`src/nsdn_pkg.sv`:
```
// Shared types and codes of the segment discovery node controller.
`default_nettype none
package nsdn_pkg;
    localparam int NodeBits = 8;
    localparam int NumDirs  = 4;
    localparam int DirBits  = 2;
    localparam int PtrBits  = 3;

    localparam logic [2:0] LOCAL_DIR = 3'(NumDirs);

    // segment tag kinds
    localparam logic [1:0] TAG_FREE     = 2'd0;
    localparam logic [1:0] TAG_ASSIGNED = 2'd1;
    localparam logic [1:0] TAG_INVALID  = 2'd2;

    // opcodes
    localparam logic [1:0] OP_PACKET  = 2'd0;
    localparam logic [1:0] OP_TICK    = 2'd1;
    localparam logic [1:0] OP_RESTART = 2'd2;
    // unused opcode, answered with an error
    localparam logic [1:0] OP_ILLEGAL = 2'd3;

    // packet kinds
    localparam logic [2:0] K_START_REQ  = 3'd0;
    localparam logic [2:0] K_REQ        = 3'd1;
    localparam logic [2:0] K_START_CONF = 3'd2;
    localparam logic [2:0] K_CONF       = 3'd3;
    localparam logic [2:0] K_CANCEL     = 3'd4;

    // node status
    localparam logic [2:0] ST_FREE     = 3'd0;
    localparam logic [2:0] ST_BOOT     = 3'd1;
    localparam logic [2:0] ST_READY    = 3'd2;
    localparam logic [2:0] ST_ACTIVE   = 3'd3;
    localparam logic [2:0] ST_CSTART   = 3'd4;
    localparam logic [2:0] ST_CAND     = 3'd5;
    localparam logic [2:0] ST_ASSIGNED = 3'd6;

    // actions
    localparam logic [3:0] A_FWD     = 4'd0;
    localparam logic [3:0] A_CONFIRM = 4'd1;
    localparam logic [3:0] A_DISCARD = 4'd2;
    localparam logic [3:0] A_FLOOD   = 4'd3;
    localparam logic [3:0] A_CANCEL  = 4'd4;
    localparam logic [3:0] A_RETRY   = 4'd5;
    localparam logic [3:0] A_ENDCONF = 4'd6;
    localparam logic [3:0] A_ENDCANC = 4'd7;
    localparam logic [3:0] A_SKIP    = 4'd8;
    localparam logic [3:0] A_ERROR   = 4'd9;

    // configuration register indexes
    localparam logic [1:0] CFG_NODE_ID    = 2'd0;
    localparam logic [1:0] CFG_BOOT_NODE  = 2'd1;
    localparam logic [1:0] CFG_BOOT_LIMIT = 2'd2;
    localparam logic [1:0] CFG_LINK_MASK  = 2'd3;

    localparam logic [7:0]  RST_NODE_ID    = 8'd0;
    localparam logic [7:0]  RST_BOOT_NODE  = 8'd0;
    localparam logic [15:0] RST_BOOT_LIMIT = 16'd1000;
    localparam logic [3:0]  RST_LINK_MASK  = 4'hF;

    typedef struct packed {
        logic [1:0] tag;
        logic [7:0] node;
        logic [1:0] link;
    } t_seg;

    typedef struct packed {
        logic [1:0] opcode;
        logic [2:0] pkt_kind;
        logic [7:0] seg_node;
        logic [1:0] seg_link;
        logic [7:0] source_node;
        logic [2:0] arrival_dir;
        logic [1:0] planned_dir;
        logic [7:0] hop_count;
    } t_in_item;

    typedef struct packed {
        logic [3:0] action;
        logic [1:0] route_dir;
        logic       inject_valid;
        logic [2:0] inject_kind;
        logic [7:0] inject_seg_node;
        logic [1:0] inject_seg_link;
        logic [7:0] inject_source;
        logic [1:0] inject_dir;
        logic [7:0] inject_hops;
        logic [2:0] node_status;
    } t_out_item;

    typedef struct packed {
        logic         found;
        logic [1:0]   idx;
        logic [2:0]   ptr;
    } t_scan;
endpackage
`default_nettype wire

```
`src/nsdn_in_if.sv`:
```
// Input item channel of the segment discovery node.
`default_nettype none
interface nsdn_in_if;
    logic                valid;
    logic                ready;
    nsdn_pkg::t_in_item  payload;
    modport source (output valid, output payload, input ready);
    modport sink (input valid, input payload, output ready);
endinterface
`default_nettype wire

```
`src/nsdn_out_if.sv`:
```
// Result item channel of the segment discovery node.
`default_nettype none
interface nsdn_out_if;
    logic                valid;
    logic                ready;
    nsdn_pkg::t_out_item payload;
    modport source (output valid, output payload, input ready);
    modport sink (input valid, input payload, output ready);
endinterface
`default_nettype wire

```
`src/noc_segment_discovery_node_top.sv`:
```
// Segment discovery controller of one mesh router: input stage, step logic, result stage.
//
//  channel  | dir | handshake      | payload
//  i_item   | in  | valid/ready    | opcode, packet fields, tick or restart
//  o_res    | out | valid/ready    | action, route, injected packet, status
//  i_cfg_*  | in  | write enable   | node id, boot node id, limit, link mask
//
// One item per cycle while the result side takes its results; an item is held in
// the input register, its step is computed there and lands in the result register,
// from which the result transfers.
// The state update and the result register load happen together.
// Reset is synchronous: status starts as bootstrap when the node id equals the
// boot node id (true for the reset values), timeout at bootstrap_limit.
// A stalled result holds the input register; the input side stalls only then.
`default_nettype none
module noc_segment_discovery_node_top (
    input  wire logic        i_clk,
    input  wire logic        i_rst_n,
    input  wire logic        i_cfg_we,
    input  wire logic [1:0]  i_cfg_idx,
    input  wire logic [15:0] i_cfg_data,
    nsdn_in_if.sink          i_item,
    nsdn_out_if.source       o_res
);
    localparam int ND = nsdn_pkg::NumDirs;

    // configuration
    logic [7:0]  r_node_id, r_boot_node;
    logic [15:0] r_boot_limit;
    logic [3:0]  r_link_mask;

    // node state
    logic [2:0]  r_status, n_status;
    logic        r_vis, n_vis, r_tent, n_tent;
    nsdn_pkg::t_seg r_own, n_own;
    nsdn_pkg::t_seg [ND-1:0] r_vtag, n_vtag, r_ttag, n_ttag;
    logic [2:0]  r_ptr, n_ptr;
    logic [1:0]  r_ret, n_ret;
    logic [15:0] r_tmo, n_tmo;

    // pipeline
    logic                r_in_vld;
    nsdn_pkg::t_in_item  r_in;
    logic                r_out_vld;
    nsdn_pkg::t_out_item r_out, n_out;
    logic                adv;

    // working copies
    logic [2:0]  w_status;
    logic        w_vis, w_tent, ok, sok, mine, hit;
    nsdn_pkg::t_seg w_own, p, fs, s;
    nsdn_pkg::t_seg [ND-1:0] w_vtag, w_ttag;
    logic [2:0]  w_ptr;
    logic [1:0]  w_ret, d, rp;
    logic [15:0] w_tmo;
    nsdn_pkg::t_out_item res;
    nsdn_pkg::t_scan sc;

    assign adv = r_in_vld && (!r_out_vld || o_res.ready);
    assign i_item.ready = !r_in_vld || adv;
    assign o_res.valid = r_out_vld;
    assign o_res.payload = r_out;

    function automatic nsdn_pkg::t_scan scan_free(
        input nsdn_pkg::t_seg [ND-1:0] vt,
        input nsdn_pkg::t_seg [ND-1:0] tt,
        input logic [2:0] ptr
    );
        nsdn_pkg::t_scan r;
        r.found = 1'b0;
        r.idx = '0;
        r.ptr = 3'(ND);
        for (int i = ND - 1; i >= 0; i--) begin
            if (i >= int'(ptr) && vt[i].tag == nsdn_pkg::TAG_FREE &&
                tt[i].tag == nsdn_pkg::TAG_FREE) begin
                r.found = 1'b1;
                r.idx = 2'(i);
                r.ptr = 3'(i + 1);
            end
        end
        return r;
    endfunction

    function automatic logic seg_eq(input nsdn_pkg::t_seg a, input nsdn_pkg::t_seg b);
        return a.tag == nsdn_pkg::TAG_ASSIGNED && b.tag == nsdn_pkg::TAG_ASSIGNED &&
               a.node == b.node && a.link == b.link;
    endfunction

    always_comb begin
        fs = '{tag: nsdn_pkg::TAG_FREE, node: 8'd0, link: 2'd0};
        w_status = r_status;
        w_vis = r_vis;
        w_tent = r_tent;
        w_own = r_own;
        w_vtag = r_vtag;
        w_ttag = r_ttag;
        w_ptr = r_ptr;
        w_ret = r_ret;
        w_tmo = r_tmo;
        res = '0;
        ok = 1'b1;
        hit = 1'b0;
        sc = '0;
        s = fs;
        p = '{tag: nsdn_pkg::TAG_ASSIGNED, node: r_in.seg_node, link: r_in.seg_link};
        d = r_in.arrival_dir[1:0];
        rp = r_ret;
        mine = r_in.source_node == r_node_id;
        unique case (r_status)
            nsdn_pkg::ST_BOOT: sok = r_node_id == r_boot_node && !r_vis && !r_tent;
            nsdn_pkg::ST_READY, nsdn_pkg::ST_ACTIVE, nsdn_pkg::ST_ASSIGNED:
                sok = r_vis && !r_tent;
            nsdn_pkg::ST_CAND: sok = r_tent && !r_vis;
            nsdn_pkg::ST_FREE: sok = !r_vis && !r_tent;
            nsdn_pkg::ST_CSTART: sok = 1'b1;
            default: sok = 1'b0;
        endcase

        unique case (r_in.opcode)
            nsdn_pkg::OP_RESTART: begin
                for (int i = 0; i < ND; i++) begin
                    w_vtag[i] = fs;
                    if (!r_link_mask[i]) w_vtag[i].tag = nsdn_pkg::TAG_INVALID;
                    w_ttag[i] = w_vtag[i];
                end
                w_own = fs;
                w_vis = 1'b0;
                w_tent = 1'b0;
                w_ptr = '0;
                w_ret = '0;
                w_status = (r_node_id == r_boot_node) ? nsdn_pkg::ST_BOOT : nsdn_pkg::ST_FREE;
                w_tmo = r_boot_limit;
                res.action = nsdn_pkg::A_SKIP;
            end
            nsdn_pkg::OP_TICK: begin
                res.action = nsdn_pkg::A_SKIP;
                if (w_status == nsdn_pkg::ST_BOOT) begin
                    sc = scan_free(w_vtag, w_ttag, w_ptr);
                    w_ptr = sc.ptr;
                    if (sc.found) begin
                        s = '{tag: nsdn_pkg::TAG_ASSIGNED, node: r_node_id, link: sc.idx};
                        w_ttag[sc.idx] = s;
                        w_vis = 1'b1;
                        w_status = nsdn_pkg::ST_ACTIVE;
                        res.inject_valid = 1'b1;
                        res.inject_kind = nsdn_pkg::K_START_REQ;
                        res.inject_seg_node = s.node;
                        res.inject_seg_link = s.link;
                        res.inject_source = r_node_id;
                        res.inject_dir = sc.idx;
                    end
                end else if (w_status == nsdn_pkg::ST_ASSIGNED) begin
                    sc = scan_free(w_vtag, w_ttag, w_ptr);
                    if (sc.found) begin
                        w_ptr = sc.ptr;
                        s = '{tag: nsdn_pkg::TAG_ASSIGNED, node: r_node_id, link: sc.idx};
                        w_ttag[sc.idx] = s;
                        w_status = nsdn_pkg::ST_ACTIVE;
                        res.inject_valid = 1'b1;
                        res.inject_kind = nsdn_pkg::K_REQ;
                        res.inject_seg_node = s.node;
                        res.inject_seg_link = s.link;
                        res.inject_source = r_node_id;
                        res.inject_dir = sc.idx;
                    end
                end else if (w_status == nsdn_pkg::ST_CSTART && w_vis) begin
                    if (w_tmo != 16'd0) w_tmo = w_tmo - 16'd1;
                    if (w_tmo == 16'd0) ok = 1'b0;
                end
            end
            nsdn_pkg::OP_PACKET: begin
                if (r_in.pkt_kind > nsdn_pkg::K_CANCEL) begin
                    ok = 1'b0;
                end else if (r_in.arrival_dir >= nsdn_pkg::LOCAL_DIR) begin
                    res.action = nsdn_pkg::A_FWD;
                    res.route_dir = r_in.planned_dir;
                end else begin
                    unique case (r_in.pkt_kind)
                        nsdn_pkg::K_START_REQ: begin
                            if (mine) begin
                                if (w_own.tag != nsdn_pkg::TAG_ASSIGNED) begin
                                    w_own = p;
                                    w_vtag[d] = p;
                                    w_ttag[d] = fs;
                                    w_ptr = '0;
                                    w_status = nsdn_pkg::ST_ASSIGNED;
                                    res.inject_valid = 1'b1;
                                    res.inject_kind = nsdn_pkg::K_START_CONF;
                                    res.inject_seg_node = p.node;
                                    res.inject_seg_link = p.link;
                                    res.inject_source = r_node_id;
                                    res.inject_dir = d;
                                    res.inject_hops = r_in.hop_count;
                                    res.action = nsdn_pkg::A_CONFIRM;
                                end else begin
                                    res.action = nsdn_pkg::A_DISCARD;
                                end
                            end else if (!sok) begin
                                ok = 1'b0;
                            end else if (w_status == nsdn_pkg::ST_FREE) begin
                                w_own = p;
                                w_tent = 1'b1;
                                w_ttag[d] = p;
                                w_ret = d;
                                w_status = nsdn_pkg::ST_CSTART;
                                res.action = nsdn_pkg::A_FLOOD;
                            end else begin
                                res.action = nsdn_pkg::A_DISCARD;
                            end
                        end
                        nsdn_pkg::K_REQ: begin
                            if (mine || !sok) begin
                                ok = 1'b0;
                            end else if (w_status == nsdn_pkg::ST_FREE ||
                                         w_status == nsdn_pkg::ST_CSTART) begin
                                if (w_status == nsdn_pkg::ST_CSTART) begin
                                    for (int i = 0; i < ND; i++) begin
                                        if (w_vtag[i].tag != nsdn_pkg::TAG_INVALID &&
                                            w_ttag[i].tag != nsdn_pkg::TAG_INVALID) begin
                                            w_vtag[i] = fs;
                                            w_ttag[i] = fs;
                                        end
                                    end
                                    w_ptr = '0;
                                end
                                w_vtag[d] = fs;
                                w_ttag[d] = p;
                                sc = scan_free(w_vtag, w_ttag, w_ptr);
                                w_ptr = sc.ptr;
                                if (sc.found) begin
                                    // become candidate
                                    w_own = p;
                                    w_tent = 1'b1;
                                    w_vis = 1'b0;
                                    w_ttag[sc.idx] = p;
                                    w_status = nsdn_pkg::ST_CAND;
                                    w_ret = d;
                                    res.action = nsdn_pkg::A_FWD;
                                    res.route_dir = sc.idx;
                                end else if (w_status == nsdn_pkg::ST_CSTART) begin
                                    ok = 1'b0;
                                end else begin
                                    w_ttag[d] = fs;
                                    res.action = nsdn_pkg::A_CANCEL;
                                end
                            end else if (w_status == nsdn_pkg::ST_ACTIVE ||
                                         w_status == nsdn_pkg::ST_ASSIGNED) begin
                                w_vtag[d] = p;
                                w_ttag[d] = fs;
                                res.inject_valid = 1'b1;
                                res.inject_kind = nsdn_pkg::K_CONF;
                                res.inject_seg_node = p.node;
                                res.inject_seg_link = p.link;
                                res.inject_source = r_node_id;
                                res.inject_dir = d;
                                res.inject_hops = r_in.hop_count;
                                w_ret = d;
                                res.action = nsdn_pkg::A_CONFIRM;
                            end else if (w_status == nsdn_pkg::ST_CAND) begin
                                if (seg_eq(w_own, p)) begin
                                    // first tentative link carrying the segment, not the way back
                                    for (int i = ND - 1; i >= 0; i--) begin
                                        if (seg_eq(w_ttag[i], p) && 2'(i) != rp) begin
                                            hit = 1'b1;
                                            res.route_dir = 2'(i);
                                        end
                                    end
                                    res.action = nsdn_pkg::A_FWD;
                                    if (!hit) ok = 1'b0;
                                end else begin
                                    if (w_vtag[d].tag != nsdn_pkg::TAG_ASSIGNED) w_vtag[d] = fs;
                                    w_ttag[d] = fs;
                                    res.inject_valid = 1'b1;
                                    res.inject_kind = nsdn_pkg::K_CANCEL;
                                    res.inject_seg_node = p.node;
                                    res.inject_seg_link = p.link;
                                    res.inject_source = r_node_id;
                                    res.inject_dir = d;
                                    res.inject_hops = r_in.hop_count;
                                    res.action = nsdn_pkg::A_CANCEL;
                                end
                            end else begin
                                ok = 1'b0;
                            end
                        end
                        nsdn_pkg::K_START_CONF: begin
                            if (mine) begin
                                w_status = nsdn_pkg::ST_ASSIGNED;
                                w_vtag[d] = p;
                                w_ttag[d] = fs;
                                res.action = nsdn_pkg::A_ENDCONF;
                            end else if (!sok || w_status != nsdn_pkg::ST_CSTART ||
                                         !seg_eq(w_own, p)) begin
                                ok = 1'b0;
                            end else begin
                                w_tent = 1'b0;
                                w_vis = 1'b1;
                                w_vtag[d] = p;
                                w_ttag[d] = fs;
                                w_vtag[rp] = p;
                                w_ttag[rp] = fs;
                                for (int i = 0; i < ND; i++) begin
                                    if (2'(i) != rp && 2'(i) != d &&
                                        w_vtag[i].tag != nsdn_pkg::TAG_INVALID) begin
                                        w_vtag[i] = fs;
                                        w_ttag[i] = fs;
                                    end
                                end
                                w_ptr = '0;
                                w_status = nsdn_pkg::ST_ASSIGNED;
                                res.action = nsdn_pkg::A_FWD;
                                res.route_dir = rp;
                            end
                        end
                        nsdn_pkg::K_CONF: begin
                            if (mine) begin
                                ok = 1'b0;
                            end else if (p.node == r_node_id) begin
                                w_vtag[d] = p;
                                w_ttag[d] = fs;
                                w_status = nsdn_pkg::ST_ASSIGNED;
                                res.action = nsdn_pkg::A_ENDCONF;
                            end else if (!sok || w_status != nsdn_pkg::ST_CAND ||
                                         !seg_eq(w_own, p)) begin
                                ok = 1'b0;
                            end else begin
                                w_status = nsdn_pkg::ST_ASSIGNED;
                                w_tent = 1'b0;
                                w_vis = 1'b1;
                                w_vtag[d] = p;
                                w_ttag[d] = fs;
                                w_vtag[rp] = p;
                                w_ttag[rp] = fs;
                                res.action = nsdn_pkg::A_FWD;
                                res.route_dir = rp;
                            end
                        end
                        default: begin
                            sc = scan_free(w_vtag, w_ttag, w_ptr);
                            w_ptr = sc.ptr;
                            if (sc.found) begin
                                w_ttag[sc.idx] = p;
                                if (w_vtag[d].tag != nsdn_pkg::TAG_ASSIGNED) w_vtag[d] = fs;
                                w_ttag[d] = fs;
                                res.inject_valid = 1'b1;
                                res.inject_kind = nsdn_pkg::K_REQ;
                                res.inject_seg_node = p.node;
                                res.inject_seg_link = p.link;
                                res.inject_source = p.node;
                                res.inject_dir = sc.idx;
                                res.inject_hops = r_in.hop_count;
                                res.action = nsdn_pkg::A_RETRY;
                            end else begin
                                if (w_vtag[d].tag != nsdn_pkg::TAG_ASSIGNED) w_vtag[d] = fs;
                                w_ttag[d] = fs;
                                if (r_node_id == p.node) begin
                                    res.action = nsdn_pkg::A_ENDCANC;
                                end else begin
                                    if (w_vtag[rp].tag != nsdn_pkg::TAG_ASSIGNED) w_vtag[rp] = fs;
                                    w_ttag[rp] = fs;
                                    w_tent = 1'b0;
                                    w_vis = 1'b0;
                                    w_status = nsdn_pkg::ST_FREE;
                                    res.action = nsdn_pkg::A_FWD;
                                    res.route_dir = rp;
                                end
                            end
                        end
                    endcase
                end
            end
            default: ok = 1'b0;
        endcase

        if (ok) begin
            n_status = w_status;
            n_vis = w_vis;
            n_tent = w_tent;
            n_own = w_own;
            n_vtag = w_vtag;
            n_ttag = w_ttag;
            n_ptr = w_ptr;
            n_ret = w_ret;
            n_tmo = w_tmo;
            n_out = res;
        end else begin
            n_status = r_status;
            n_vis = r_vis;
            n_tent = r_tent;
            n_own = r_own;
            n_vtag = r_vtag;
            n_ttag = r_ttag;
            n_ptr = r_ptr;
            n_ret = r_ret;
            n_tmo = r_tmo;
            n_out = '0;
            n_out.action = nsdn_pkg::A_ERROR;
        end
        n_out.node_status = n_status;
    end

    always_ff @(posedge i_clk) begin
        if (!i_rst_n) begin
            r_node_id <= nsdn_pkg::RST_NODE_ID;
            r_boot_node <= nsdn_pkg::RST_BOOT_NODE;
            r_boot_limit <= nsdn_pkg::RST_BOOT_LIMIT;
            r_link_mask <= nsdn_pkg::RST_LINK_MASK;
        end else if (i_cfg_we) begin
            unique case (i_cfg_idx)
                nsdn_pkg::CFG_NODE_ID:    r_node_id <= i_cfg_data[7:0];
                nsdn_pkg::CFG_BOOT_NODE:  r_boot_node <= i_cfg_data[7:0];
                nsdn_pkg::CFG_BOOT_LIMIT: r_boot_limit <= i_cfg_data;
                default:                  r_link_mask <= i_cfg_data[3:0];
            endcase
        end
    end

    always_ff @(posedge i_clk) begin
        if (!i_rst_n) begin
            r_status <= (nsdn_pkg::RST_NODE_ID == nsdn_pkg::RST_BOOT_NODE) ?
                        nsdn_pkg::ST_BOOT : nsdn_pkg::ST_FREE;
            r_vis <= 1'b0;
            r_tent <= 1'b0;
            r_own <= '0;
            for (int i = 0; i < ND; i++) begin
                r_vtag[i] <= '{tag: nsdn_pkg::RST_LINK_MASK[i] ? nsdn_pkg::TAG_FREE
                                                               : nsdn_pkg::TAG_INVALID,
                               node: 8'd0, link: 2'd0};
                r_ttag[i] <= '{tag: nsdn_pkg::RST_LINK_MASK[i] ? nsdn_pkg::TAG_FREE
                                                               : nsdn_pkg::TAG_INVALID,
                               node: 8'd0, link: 2'd0};
            end
            r_ptr <= '0;
            r_ret <= '0;
            r_tmo <= nsdn_pkg::RST_BOOT_LIMIT;
            r_in_vld <= 1'b0;
            r_out_vld <= 1'b0;
        end else begin
            if (i_item.valid && i_item.ready) begin
                r_in_vld <= 1'b1;
            end else if (adv) begin
                r_in_vld <= 1'b0;
            end
            if (adv) begin
                r_status <= n_status;
                r_vis <= n_vis;
                r_tent <= n_tent;
                r_own <= n_own;
                r_vtag <= n_vtag;
                r_ttag <= n_ttag;
                r_ptr <= n_ptr;
                r_ret <= n_ret;
                r_tmo <= n_tmo;
                r_out_vld <= 1'b1;
            end else if (o_res.ready) begin
                r_out_vld <= 1'b0;
            end
        end
    end

    always_ff @(posedge i_clk) begin
        if (i_item.valid && i_item.ready) r_in <= i_item.payload;
        if (adv) r_out <= n_out;
    end

    a_ptr_range: assert property (@(posedge i_clk) disable iff (!i_rst_n)
        r_ptr <= 3'(ND)) else $error("scan pointer past last link");
    a_err_no_inject: assert property (@(posedge i_clk) disable iff (!i_rst_n)
        r_out_vld && r_out.action == nsdn_pkg::A_ERROR |-> !r_out.inject_valid)
        else $error("error result carries a packet");
    a_err_keeps_state: assert property (@(posedge i_clk) disable iff (!i_rst_n)
        adv && !ok |=> r_status == $past(r_status) && r_ptr == $past(r_ptr))
        else $error("error step changed state");
    a_status_reported: assert property (@(posedge i_clk) disable iff (!i_rst_n)
        adv |=> r_out.node_status == r_status)
        else $error("reported status differs from state");
endmodule
`default_nettype wire
```
`src/flat_wrapper.sv`:
```
// flat-port wrapper written by rule: the top's interface ports become plain ports
module noc_segment_discovery_node_top_flat 
  (i_clk, i_rst_n, i_cfg_we, i_cfg_idx, i_cfg_data, i_item_valid, i_item_payload, i_item_ready, o_res_valid, o_res_payload, o_res_ready);
  nsdn_in_if i_item_i ();
  nsdn_out_if o_res_i ();
  input  wire logic i_clk;
  input  wire logic i_rst_n;
  input  wire logic i_cfg_we;
  input  wire logic [1:0] i_cfg_idx;
  input  wire logic [15:0] i_cfg_data;
  input wire logic [$bits(i_item_i.valid)-1:0] i_item_valid;
  input wire logic [$bits(i_item_i.payload)-1:0] i_item_payload;
  output wire logic [$bits(i_item_i.ready)-1:0] i_item_ready;
  output wire logic [$bits(o_res_i.valid)-1:0] o_res_valid;
  output wire logic [$bits(o_res_i.payload)-1:0] o_res_payload;
  input wire logic [$bits(o_res_i.ready)-1:0] o_res_ready;
  assign i_item_i.valid = i_item_valid;
  assign i_item_i.payload = i_item_payload;
  assign i_item_ready = i_item_i.ready;
  assign o_res_valid = o_res_i.valid;
  assign o_res_payload = o_res_i.payload;
  assign o_res_i.ready = o_res_ready;
  noc_segment_discovery_node_top u_core (.i_clk(i_clk), .i_rst_n(i_rst_n), .i_cfg_we(i_cfg_we), .i_cfg_idx(i_cfg_idx), .i_cfg_data(i_cfg_data), .i_item(i_item_i), .o_res(o_res_i));
endmodule
```
`config.mk`:
```
export PLATFORM = sky130hd
export DESIGN_NAME = noc_segment_discovery_node_top_flat
export DESIGN_NICKNAME = d
export VERILOG_FILES = /design/src/nsdn_pkg.sv /design/src/nsdn_in_if.sv /design/src/nsdn_out_if.sv /design/src/noc_segment_discovery_node_top.sv /design/src/flat_wrapper.sv
export SDC_FILE = /design/constraint.sdc
export NUM_CORES = 1
export LEC_CHECK = 0
export ABC_AREA = 1
export CAP_MARGIN = 40
export CORE_AREA = 2 2 251 228
export DETAILED_ROUTE_END_ITERATION = 7
export DIE_AREA = 0 0 253 230
export DONT_BUFFER_PORTS = 1
export GPL_TIMING_DRIVEN = 1
export SYNTH_ARGS = -nofsm -noshare
export SYNTH_HDL_FRONTEND = slang
export SYNTH_SLANG_ARGS = --single-unit
```
`constraint.sdc`:
```
create_clock -name i_clk -period 3.21 [get_ports i_clk]
set_clock_uncertainty 0.2 [all_clocks]
set_input_delay 0.4815 -clock i_clk [delete_from_list [all_inputs] [get_ports i_clk]]
set_output_delay 0.4815 -clock i_clk [all_outputs]
set_load 0.02 [all_outputs]
```
== Word-level counts from Yosys, hierarchy flattened ==
Cells that the tools add are included.
Storage, ports and cells
  register bits after elaboration: 249
  bits in latches: 0
  bits in writable memories: 0
  ROM bits: 0
  bits of input ports: 59
  output and inout port bits: 43
  memories kept: 0
Cells by class
  add/subtract/negate cells: 1
  multiply operators: 0
  divide/modulo/power cells: 0
  order comparisons: 22
  equal/unequal tests: 94
  shifts and indexed selects: 0
  mux-type cells: 326
  bitwise logic cells: 12
  reduce and logical (&&, ||, !) cells: 119
Operator list (number)
  $mux 48: 61
  $mux 12: 33
  $bwmux 48: 8
  $pmux 48 s4: 2
  $and 48x48->48: 7
  $mux 32: 7
  $mux 6: 26
  $demux 12 s2: 6
  $pmux 48 s3: 1
  $mux 16: 8
  $mux 3: 42
  $mux 38: 3
  $mux 24: 4
  $not 48->48: 2
  $pmux 32 s3: 1
  $pmux 48 s2: 1
  $eq 8x8->1: 9
  $mux 1: 67
  $logic_and 1x1->1: 56
  $mux 2: 27
  $bmux 12 s2: 2
  $pmux 12 s2: 2
  $pmux 24 s2: 1
  $ne 2x2->1 const B: 19
  other kinds (57): 179

== Longest topological paths before layout ==
  depth after elaboration: 37
  mapped depth: 23

== Worst setup path before layout ==
OpenSTA, ideal clock, no wires.
  kind: register -> register
  start point: register u_core.r_tmo[0]
  end point: register u_core.r_out (netlist bit u_core.o_res.payload[11]), data pin
  setup time: 0.270 ns
  arrival: 2.336 ns
  data required time: 2.740 ns
  path slack: 0.404 ns
  cell stages (with the launch flop): 16
  cells stage by stage: dfxtp_1 > inv_1 > ha_1 > nand2_1 > nor2_1 > nand2_2 > buf_2 > nand2_1 > nand3_1 > nor3_1 > nand3_1 > a21oi_2 > nand2_4 > nand2_2 > buf_1 > a21oi_1
On the way
  cells in the longest elaborated chain, start to end: 12
  elaborated cells between the ends (all ways): 13
  those cells by class: 1 x add/sub; 10 x mux; 2 x reduce/logical
Ends and longest elaborated chain
  start: declaration: RTL line noc_segment_discovery_node_top.sv:39  | logic [15:0] r_tmo, n_tmo;
  start signal: assignment: RTL line noc_segment_discovery_node_top.sv:435  | r_tmo <= nsdn_pkg::RST_BOOT_LIMIT;
  start signal: assignment: RTL line noc_segment_discovery_node_top.sv:453  | r_tmo <= n_tmo;
  $sub 16x1->16 / $reduce_bool 16->1 (equally long branches): RTL line noc_segment_discovery_node_top.sv:167  | if (w_tmo != 16'd0) w_tmo = w_tmo - 16'd1;
  $mux 16 (*): RTL line noc_segment_discovery_node_top.sv:167
  $mux 16 (*): RTL line noc_segment_discovery_node_top.sv:166  | end else if (w_status == nsdn_pkg::ST_CSTART && w_vis) begin
  $mux 16 (*): RTL line noc_segment_discovery_node_top.sv:152  | end else if (w_status == nsdn_pkg::ST_ASSIGNED) begin
  $mux 16 (*): RTL line noc_segment_discovery_node_top.sv:137  | if (w_status == nsdn_pkg::ST_BOOT) begin
  $mux 16 (*): RTL line noc_segment_discovery_node_top.sv:119  | unique case (r_in.opcode)
  $logic_not 16->1 (*): RTL line noc_segment_discovery_node_top.sv:168  | if (w_tmo == 16'd0) ok = 1'b0;
  $mux 1 (*): RTL line noc_segment_discovery_node_top.sv:168
  $mux 1 (*): RTL line noc_segment_discovery_node_top.sv:166
  $mux 1 (*): RTL line noc_segment_discovery_node_top.sv:152
  $mux 1 (*): RTL line noc_segment_discovery_node_top.sv:137
  $pmux 1 s3 (*): RTL line noc_segment_discovery_node_top.sv:119
  end signal: assignment: RTL line noc_segment_discovery_node_top.sv:463  | if (adv) r_out <= n_out;
  end: declaration: RTL line noc_segment_discovery_node_top.sv:45  | nsdn_pkg::t_out_item r_out, n_out;
Every way passes the cells marked *; elsewhere a longest branch is shown, timed or not. The select of a mux whose other input is x is not followed.
A chain may end at the register's enable or synchronous reset.

== Worst setup path in the final report ==
  start point: register u_core.r_in (netlist bit u_core.p[4])
  end point: register u_core.r_ttag[31] in the netlist's numbering
On the way
  cells in the longest elaborated chain, start to end: 28
  elaborated cells between the ends (all ways): 64
  those cells by class: 10 x eq/ne; 36 x mux; 18 x reduce/logical
Ends and longest elaborated chain
  start: declaration: RTL line noc_segment_discovery_node_top.sv:43  | nsdn_pkg::t_in_item r_in;
  start signal: assignment: RTL line noc_segment_discovery_node_top.sv:462  | if (i_item.valid && i_item.ready) r_in <= i_item.payload;
  $eq 8x8->1: RTL line noc_segment_discovery_node_top.sv:86  | a.node == b.node && a.link == b.link;
  $logic_and 1x1->1: RTL line noc_segment_discovery_node_top.sv:85  | return a.tag == nsdn_pkg::TAG_ASSIGNED && b.tag == nsdn_pkg::TAG_ASSIGNED &&
  $logic_and 1x1->1: RTL line noc_segment_discovery_node_top.sv:86
  $logic_and 1x1->1: RTL line noc_segment_discovery_node_top.sv:263  | if (seg_eq(w_ttag[i], p) && 2'(i) != rp) begin
  $mux 1 (4 in series): RTL line noc_segment_discovery_node_top.sv:263
  $mux 1: RTL line noc_segment_discovery_node_top.sv:260  | if (seg_eq(w_own, p)) begin
  $mux 1: RTL line noc_segment_discovery_node_top.sv:259  | end else if (w_status == nsdn_pkg::ST_CAND) begin
  $mux 1: RTL line noc_segment_discovery_node_top.sv:246  | end else if (w_status == nsdn_pkg::ST_ACTIVE ||
  [9 not listed]
  $mux 1: RTL line noc_segment_discovery_node_top.sv:246
  $mux 1: RTL line noc_segment_discovery_node_top.sv:214  | end else if (w_status == nsdn_pkg::ST_FREE ||
  $mux 1: RTL line noc_segment_discovery_node_top.sv:212  | if (mine || !sok) begin
  $pmux 1 s4: RTL line noc_segment_discovery_node_top.sv:178  | unique case (r_in.pkt_kind)
  $mux 1: RTL line noc_segment_discovery_node_top.sv:174  | end else if (r_in.arrival_dir >= nsdn_pkg::LOCAL_DIR) begin
  $mux 1: RTL line noc_segment_discovery_node_top.sv:172  | if (r_in.pkt_kind > nsdn_pkg::K_CANCEL) begin
  $pmux 1 s3: RTL line noc_segment_discovery_node_top.sv:119
  $reduce_and 17->1 (no line)
  end signal: indexed assignment: RTL line noc_segment_discovery_node_top.sv:429  | r_ttag[i] <= '{tag: nsdn_pkg::RST_LINK_MASK[i] ? nsdn_pkg::TAG_FREE
  end signal: assignment: RTL line noc_segment_discovery_node_top.sv:450  | r_ttag <= n_ttag;
  end: declaration: RTL line noc_segment_discovery_node_top.sv:36  | nsdn_pkg::t_seg [ND-1:0] r_vtag, n_vtag, r_ttag, n_ttag;
Parallel ways exist; a longest one is shown, timed or not. The select of a mux whose other input is x is not followed.

==> flow_summary.ini <==
[outcome]
status = finished with violations
violations = hold timing, setup timing

[logic_synthesis]
yosysSeqAreaShare = 0.280
synthAdderAreaFrac = 0.00426
ys_top_cells_by_count = nand2_1, nor2_1, inv_1, o21ai_0, a21oi_1
syn_area_sq_um = 17600
synth-simple-area-share = 0.356
synth_compound_area_frac = 0.229
yosysMostFrequentCell = nand2_1
synth_top_cell_area_share = 0.161
avgSynthCellArea_sq_um = 6.01
ys_seq_elements = 208
synthMuxAreaShare = 0
postSynthNetCount = 2992
postSynthCellCount = 2927
synth_top_area_cell = nand2_1
synth_top_family_by_area = simple AND/OR/NAND/NOR gates
yosys_warnings = 0
synthArstFlopShare = 0
synth_xor_xnor_area_share = 0.0199
synth_cell_types = 64
synth_edf_count = 77
synth.area.top_cells = nand2_1, dfxtp_1, edfxtp_1
synth_ff_type = dfxtp_1

[worst_setup_path]
crit_chain = buf_12, nand2_1, nand2_2, nor3_2, nand2_1, nor2_1, nand3b_1, o21ai_2, nand2_2, a22oi_2, buf_4, nand4_4, nor2_8, buf_12, clkbuf_16, nand2_1, nand2_1, nor2_1
reg2reg_from = u_core.p[4]
cp.buffers_inverters = 4
crit_path_end_kind = register
worst-path-max-fanout = 9
crit_required_ns = 3.49
cp-startpoint = u_core.p[4]
reg2regPathDepth = 18
cpMostUsedCell = nand2_1
worst_path_max_delay_cell = edfxtp_1
slowest_delay_ns = 0.46
worstReg2RegEnd = u_core.r_ttag[31]
startpoint_type = register
crit_type = reg -> reg
cpLargestDelayFamily = simple AND/OR/NAND/NOR gates
r2r_slack_ns = -0.04
cp.depth = 18
crit_path_end = u_core.r_ttag[31]
cp.arrival_ns = 3.53

[clock_tree]
cts_made_buffers = 27
cts_tree = done
htreeDepth = 1
clock_path_buffers = 3
cts.sinks = 208
ctsRootBufferMaster = clkbuf_16
clk_pin_slew_ns = 0.06
clk_latency_ns = 0.58
cts_hold_buf = 86

[place]
hpwl_microns = 57800
placedCellCount = 3728
place.gp.congestion = 1.04
placed_cell_area_sq_um = 20000
io_buffers = 0

[power_and_ir_drop]
cellLeakagePower_nw = 9.23
vdd_ir_drop_max_uv = 366
p_total_mw = 8.75
powerDensity_nw_per_um2 = 386

[floorplanning]
initial_core_util = 0.318
rows = 82
core_sq_um = 55400
die_w_microns = 253
die_h_microns = 230
pin_count = 102
die_area_sq_um = 58200

[layout]
nets = 3218
drive_gt1_frac = 0.161
areaGrowthSynthToFinish_pct = 28.9
nFillCells = 5839
final-instance-count-excl-fill = 3889
post-route-util = 0.410
multi_input_area_sq_um = 11100
seqCellArea_sq_um = 4940
fin_area_sq_um = 22700

[routing]
first_pass_iters = 8
wl_microns = 83200
vias_per_cell = 5.64
drc = 0
num_vias = 21900
postRouteAntennaNets = 0
wire_per_inst_microns = 21.4
initialDrtViolationCount = 3220

[hold_path]
hold_path_depth = 1
hold_class = in -> reg

[sta]
worst_slew_pin_slew_ns = 0.745
slew_violations = 0
hold_viol_final = 66
finalCritPeriodShare = 1.01
post-route-min-period_ns = 3.25
fin_hold_ws_ns = -0.145
timing.max_slew.rel_slack = 0.498
setup_viol = 34
fmax_ghz = 0.308
rsz0062_at_grt = true
setup_ws_ns = -0.0389

[grt]
grt_usage = 0.269
grt_pass1_wl_microns = 121000
grt_max_degree = 111
grt_pass1_vias = 19500
overflow = 0
antenna_found_initial = 2

[job]
cap_violations = 0
==> repair_timing <==
| action | 4_1_cts | 5_1_grt |
|---|---|---|
| hold endpoints to repair | 149 | 74 |
| buffers inserted | 0 | 14 |
| resized for setup | 2 | 136 |
| gates cloned | 0 | 10 |
| endpoints found under the setup margin | 29 | 134 |
| pin swaps | 0 | 28 |
==> final cells by class <==
cell class | count | share of cell area
antenna | 1 | 0.000110
clock buffer | 33 | 0.0330
clock inverter | 17 | 0.0110
inverter | 288 | 0.0486
multi-input combinational | 2249 | 0.489
sequential | 208 | 0.217
tap | 714 | 0.0394
timing repair buffer | 379 | 0.162
==> layer usage <==
layer  share of wire  track usage  vias to the layer above
met5         0.00014     0.000840                        -
met4           0.045        0.109                        2
met3            0.12       0.0560                      224
met2            0.40        0.388                     1512
met1            0.43        0.387                     9989
li1                -            -                    10200
==> kinds of logic after synthesis <==
logic type,count (synthesis)
xor gates and xnor gates,40
DFF,208
buffers and inverters,471
and+or+nand+nor,1505
AOI/OAI and AO/OA,697
adders and majority gates,6
==> state kept, by name, indices dropped and copies added (netlist names) <==
signal / cells
u_core.r_ttag: 48
u_core.o_res.payload: 41
u_core.r_in: 24
u_core.r_boot_limit: 16
u_core.r_tmo: 16
u_core.r_own: 11
u_core.p: 10
u_core.r_boot_node: 8
u_core.r_node_id: 8
u_core.r_vtag: 8
u_core.r_link_mask: 4
u_core.r_ptr: 3
u_core.r_status: 3
u_core.d: 2
u_core.r_ret: 2
u_core.o_res.valid: 1
u_core.r_in_vld: 1
u_core.r_tent: 1
u_core.r_vis: 1
==> how the worst min path moves through the flow <==
stage | slack, ns | start | to
after global placement | 0.24 | u_core.r_boot_limit[3] | u_core.r_boot_limit[3]
after detailed placement | 0.24 | u_core.r_boot_limit[7] | u_core.r_boot_limit[7]
after global routing | -0.19 | i_rst_n | u_core.r_tmo[8]
final | -0.15 | i_rst_n | u_core.r_tmo[5]
after CTS | -0.22 | i_rst_n | u_core.r_tmo[7]
after floorplan | 0.22 | u_core.r_boot_limit[12] | u_core.r_boot_limit[12]
==> report_power, final <==
| group | total (mW) | internal (mW) | switching (mW) | leakage [nW] |
|---|---|---|---|---|
| clock | 3.48 | 2.09 | 1.39 | 0.483 |
| sequential | 2.99 | 2.86 | 0.127 | 1.81 |
| combinational | 2.29 | 0.826 | 1.46 | 6.95 |
==> metrics by stage <==
stage | setup TNS, ns | worst slack (ns)
after floorplan | 0 | 0.404
after global placement | -0.537 | -0.0642
after detailed placement | -0.0840 | -0.0142
after CTS | -0.00602 | -0.00602
after global routing | -9.62 | -0.190
final | -0.637 | -0.0389
==> cells in the final DEF, fill, tap and decap left out, types with 24 or more instances in the layout <==
cell type | Yosys | final
nor2_2 | 20 | 42
edfxtp_1 | 77 | 77
nand3_1 | 169 | 167
a211oi_1 | 26 | 26
dfxtp_1 | 131 | 130
o21ai_0 | 252 | 246
nand2_1 | 754 | 716
a21oi_1 | 215 | 212
clkbuf_16 | 0 | 36
o211ai_1 | 49 | 49
buf_12 | 0 | 32
dlygate4sd3_1 | 0 | 86
o22ai_1 | 43 | 43
nor2_1 | 455 | 422
inv_2 | 17 | 24
nand2_2 | 8 | 40
nor3_1 | 37 | 32
inv_1 | 258 | 247
nand4_1 | 26 | 26
buf_4 | 7 | 241
Power figures use the tool's default switching activity.
